File: src/rtl/core/pwsd_pkg.sv
// ----------------------------------------------------------------------------
// pwsd_pkg
// Shared types and constants of the multi-priority work-stealing deque.
// ----------------------------------------------------------------------------
`default_nettype none

package pwsd_pkg;

  // Port field widths
  localparam int FUNC_W       = 2;
  localparam int PRIO_W       = 2;
  localparam int HANDLE_PORT_W = 32;
  localparam int STATUS_W     = 2;

  // Defaults of the top-level parameters
  localparam int DEPTH_DEF        = 512;
  localparam int PRIORITIES_DEF   = 4;
  localparam int HANDLE_WIDTH_DEF = 32;

  // Command queue between front and back
  localparam int CMDQ_DEPTH  = 2;
  localparam int CMDQ_PTR_W  = $clog2(CMDQ_DEPTH);
  localparam int CMDQ_CNT_W  = $clog2(CMDQ_DEPTH + 1);

  // Function codes on func_i
  localparam logic [FUNC_W-1:0] FUNC_INSERT = 2'd0;
  localparam logic [FUNC_W-1:0] FUNC_POP    = 2'd1;
  localparam logic [FUNC_W-1:0] FUNC_STEAL  = 2'd2;

  typedef enum logic [1:0] {
    OP_INSERT,
    OP_POP,
    OP_STEAL,
    OP_NONE
  } op_e;

  typedef enum logic [STATUS_W-1:0] {
    ST_OK    = 2'd0,
    ST_FULL  = 2'd1,
    ST_EMPTY = 2'd2
  } status_e;

  typedef struct packed {
    op_e                      op;
    logic [PRIO_W-1:0]        level;
    logic [HANDLE_PORT_W-1:0] handle;
  } cmd_t;

endpackage

`default_nettype wire

File: src/rtl/core/pwsd_cmdq.sv
// ----------------------------------------------------------------------------
// pwsd_cmdq
// Short command queue that decouples the front end from the back end.
// ----------------------------------------------------------------------------
`default_nettype none

module pwsd_cmdq import pwsd_pkg::*; (
  input  wire logic clk_i,
  input  wire logic rst_ni,
  input  wire logic push_i,
  input  wire cmd_t cmd_i,
  output logic      full_o,
  output logic      valid_o,
  input  wire logic pop_i,
  output cmd_t      cmd_o
);

  cmd_t                  entries_q [CMDQ_DEPTH];
  logic [CMDQ_PTR_W-1:0] wr_ptr_q, wr_ptr_d;
  logic [CMDQ_PTR_W-1:0] rd_ptr_q, rd_ptr_d;
  logic [CMDQ_CNT_W-1:0] count_q, count_d;
  logic                  do_push, do_pop;

  assign full_o  = (count_q == CMDQ_CNT_W'(CMDQ_DEPTH));
  assign valid_o = (count_q != '0);
  assign cmd_o   = entries_q[rd_ptr_q];
  assign do_push = push_i && !full_o;
  assign do_pop  = pop_i && valid_o;

  always_comb begin
    wr_ptr_d = wr_ptr_q;
    rd_ptr_d = rd_ptr_q;
    count_d  = count_q;
    if (do_push) begin
      wr_ptr_d = (wr_ptr_q == CMDQ_PTR_W'(CMDQ_DEPTH - 1)) ? '0 : wr_ptr_q + 1'b1;
    end
    if (do_pop) begin
      rd_ptr_d = (rd_ptr_q == CMDQ_PTR_W'(CMDQ_DEPTH - 1)) ? '0 : rd_ptr_q + 1'b1;
    end
    if (do_push && !do_pop) begin
      count_d = count_q + 1'b1;
    end else if (do_pop && !do_push) begin
      count_d = count_q - 1'b1;
    end
  end

  always_ff @(posedge clk_i or negedge rst_ni) begin
    if (!rst_ni) begin
      wr_ptr_q <= '0;
      rd_ptr_q <= '0;
      count_q  <= '0;
    end else begin
      wr_ptr_q <= wr_ptr_d;
      rd_ptr_q <= rd_ptr_d;
      count_q  <= count_d;
    end
  end

  always_ff @(posedge clk_i) begin
    if (do_push) begin
      entries_q[wr_ptr_q] <= cmd_i;
    end
  end

endmodule

`default_nettype wire

File: config.mk
export PLATFORM = sky130hd
export DESIGN_NAME = pwsd_cmdq
export DESIGN_NICKNAME = d
export VERILOG_FILES = /design/src/rtl/core/pwsd_pkg.sv /design/src/rtl/core/pwsd_cmdq.sv
export SDC_FILE = /design/constraint.sdc
export NUM_CORES = 1
export LEC_CHECK = 0
export BUFFER_PORTS_ARGS = -buffer_cell sky130_fd_sc_hd__buf_2
export CELL_PAD_IN_SITES_DETAIL_PLACEMENT = 1
export CELL_PAD_IN_SITES_GLOBAL_PLACEMENT = 2
export CORE_MARGIN = 2
export CORE_UTILIZATION = 38
export CTS_CLUSTER_SIZE = 30
export DETAILED_ROUTE_END_ITERATION = 16
export GPL_ROUTABILITY_DRIVEN = 0
export PLACE_DENSITY = 0.81
export SLEW_MARGIN = 30
export SYNTH_ARGS = -nofsm -noshare
export SYNTH_HDL_FRONTEND = slang
export SYNTH_SLANG_ARGS = --single-unit
File: constraint.sdc
create_clock -name clk_i -period 3.4 [get_ports clk_i]
set_clock_uncertainty 0.2 [all_clocks]
set_input_delay 0.68 -clock clk_i [delete_from_list [all_inputs] [get_ports clk_i]]
set_output_delay 0.68 -clock clk_i [all_outputs]
set_load 0.05 [all_outputs]
==> reports/metrics.cfg <==
[finish]
synthToLayoutAreaGrowth_pct=24.4
layout.nets=259
layout-drive-gt1-share_pct=59.2
diodes=0
fillers=769
final_core_utilization_pct=48.2

[clocking]
cts_root_buffer=clkbuf_8
cts.sinks=76
clkTransAtPathRegs_ns=0.07
post_cts_buffers=0
clk_latency_ns=0.34
cts_max_path_buffers=2
ctsHoldBuffers=1
cts_buffers=9
htreeDepth=3
tritoncts=built
post_cts_resized=0

[logic_synthesis]
synth.largest_area_cell=edfxtp_1
synth.area.top_cells=edfxtp_1 (73%), mux2_4 (15%), dfrtp_1 (3.4%)
synth_fa_ha_area_share_pct=0.424
avgSynthCellArea_um2=22.5
synth_cells=131
synth_mux_area_share_pct=17.4
ys_types=16
ys_ff_latch=76
synth_top_area_share_pct=73.3
yosys.area_share.simple_pct=1.23
synth-xor-area-share_pct=1.49
synth_nets=172
yosysSeqAreaShare_pct=76.7
synth_top_family_by_area=multiplexers
syn_area_um2=2950
ys_warn_count=0
synth-compound-area-share_pct=0

[run]
drv_cap=0

[route]
viasPerCell=4.46
drt_iter0_markers=71
wl_um=5130
dr.pass1.iters=4
drc=0
ant_nets=0
wl_per_cell_um=15.8
vias=1449

[worst_setup_path]
endpoint_kind=output port
path_class=register to output port
worstPathRequired_ns=2.52
critPathArrivalTime_ns=1.71
startpoint_type=register
crit_fanout=27
crit_slowest_cell=dfrtp_2
cp_cell_sequence=buf_12 -> mux2_4 -> buf_2
critPathMaxStageDelay_ns=0.55

[global_route]
grt_usage_pct=12.9
antenna_found_initial=0
globalRouteOverflowTotal=0
grt_pass1_vias=1552
grt_max_degree=37
grt_pass1_wl_um=7890

[timing]
fmax_mhz=387
hold_viol_final=0
setup_tns_ns=0
slew_viol_final=0
rsz0062_at_grt=no
fin_hold_ws_ns=0.308
maxSlewHeadroom_pct=42.0
tightest_slew_ns=0.870
period_share_pct=76.1
setup-violations-final=0
fin_crit_ns=2.59
layout_setup_ws_ns=0.813

[die]
coreArea_um2=7610
die_h_um=92.1
start_util_pct=38.7
die_x_um=92.1
rows=32
io_pins=78
die_area_um2=8480

[pwr]
total_power_mw=3.80
pwr_density_cell_nw_per_um2=1040
ir_drop_uv=786
p_leak_nw=1.48

[place]
numPortBuffers=77
preCtsSetupSlack_ns=1.14
dp_hpwl_um=3480

[outcome]
status=completed

[min_path]
holdCritPathClass=register to register

## registers in the layout, summed over array words and instances, names as in the netlist
| signal | flops |
|---|---|
| wr_ptr_q | 1 |
| rd_ptr_q | 1 |
| entries_q | 72 |
| count_q | 2 |
## Yosys cell counts
library cell / count
nor2_1: 2
mux2_2: 7
xnor2_1: 3
ha_1: 1
buf_6: 1
dfrtp_1: 4
buf_12: 3
xor2_1: 2
and3_1: 1
or2_1: 1
inv_1: 2
nand2_1: 1
nand2_2: 1
edfxtp_1: 72
mux2_4: 29
nand2b_1: 1
## report_power, final
| group | switching [mW] | internal (mW) | leakage [nW] |
|---|---|---|---|
| registers | 0.0961 | 1.29 | 0.714 |
| logic | 1.10 | 0.522 | 0.646 |
| clock network | 0.311 | 0.482 | 0.115 |
| total | 1.51 | 2.29 | 1.48 |
## routing by layer
layer,vias to the layer above,global-route usage [%],wire length (µm)
met5,-,0,0
met4,0,8.21,103
met1,712,15.0,2140
li1,676,-,-
met3,10,3.29,259
met2,51,21.3,2620
## cell type report
type,instances,area (µm²),area share (%)
timing repair buffer,80,423,11.5
inverter,2,7.51,0.205
multi-input combinational,49,616,16.8
clock buffer,10,128,3.48
tap,102,128,3.48
sequential,76,2260,61.7
clock inverter,6,103,2.80
## cells in the final DEF, fill, tap and decap left out
master         Yosys  layout
nor2_1             2       1
mux2_4            29      29
buf_4              0       1
xnor2_1            3       3
edfxtp_1          72      72
clkinv_1           0       2
buf_12             3       1
mux2_2             7       7
dfrtp_1            4       3
nand2_2            1       1
bufinv_16          0       3
nand2_1            1       1
clkbuf_1           0       1
nand2b_1           1       1
dlygate4sd3_1      0       1
or2_1              1       1
clkinv_2           0       1
ha_1               1       1
nor2_4             0       1
inv_1              2       2
dfrtp_2            0       1
clkbuf_8           0       9
and3_2             0       1
xor2_1             2       2
buf_2              0      77
## worst paths after layout
| path | cells after the start | start | endpoint | slack (ns) |
|---|---|---|---|---|
| max reg2reg | 2 | count_q[0] | entries_q[1][16] | 1.45 |
| min | 1 | count_q[1] | count_q[1] | 0.31 |
| max in group asynchronous | 2 | rst_ni | rd_ptr_q | 2.40 |
| min reg2reg | 1 | count_q[1] | count_q[1] | 0.31 |
| max | 3 | rd_ptr_q | cmd_o[14] | 0.81 |
| min in group asynchronous | 2 | rst_ni | wr_ptr_q | 0.46 |
## logic make-up after synthesis
kind of cell	count (synthesis)
xor+xnor	5
fa+ha+maj	1
buf+inv	6
flops	76
mux	36
simple gates	7
## stage by stage
step / cells / instance area (µm²)
global placement: 308 / 3430
detailed placement: 308 / 3430
global route: 325 / 3670
floorplan: 131 / 2950
CTS: 325 / 3670
finish: 325 / 3670
## worst max-delay path, delay by kind of cell, from the launching register on
kind	cells	cell delay, ns
buffers and inverters	2	0.48
flip-flops	1	0.55
multiplexers	1	0.32
Note: power is estimated with default switching activity, not from simulation.
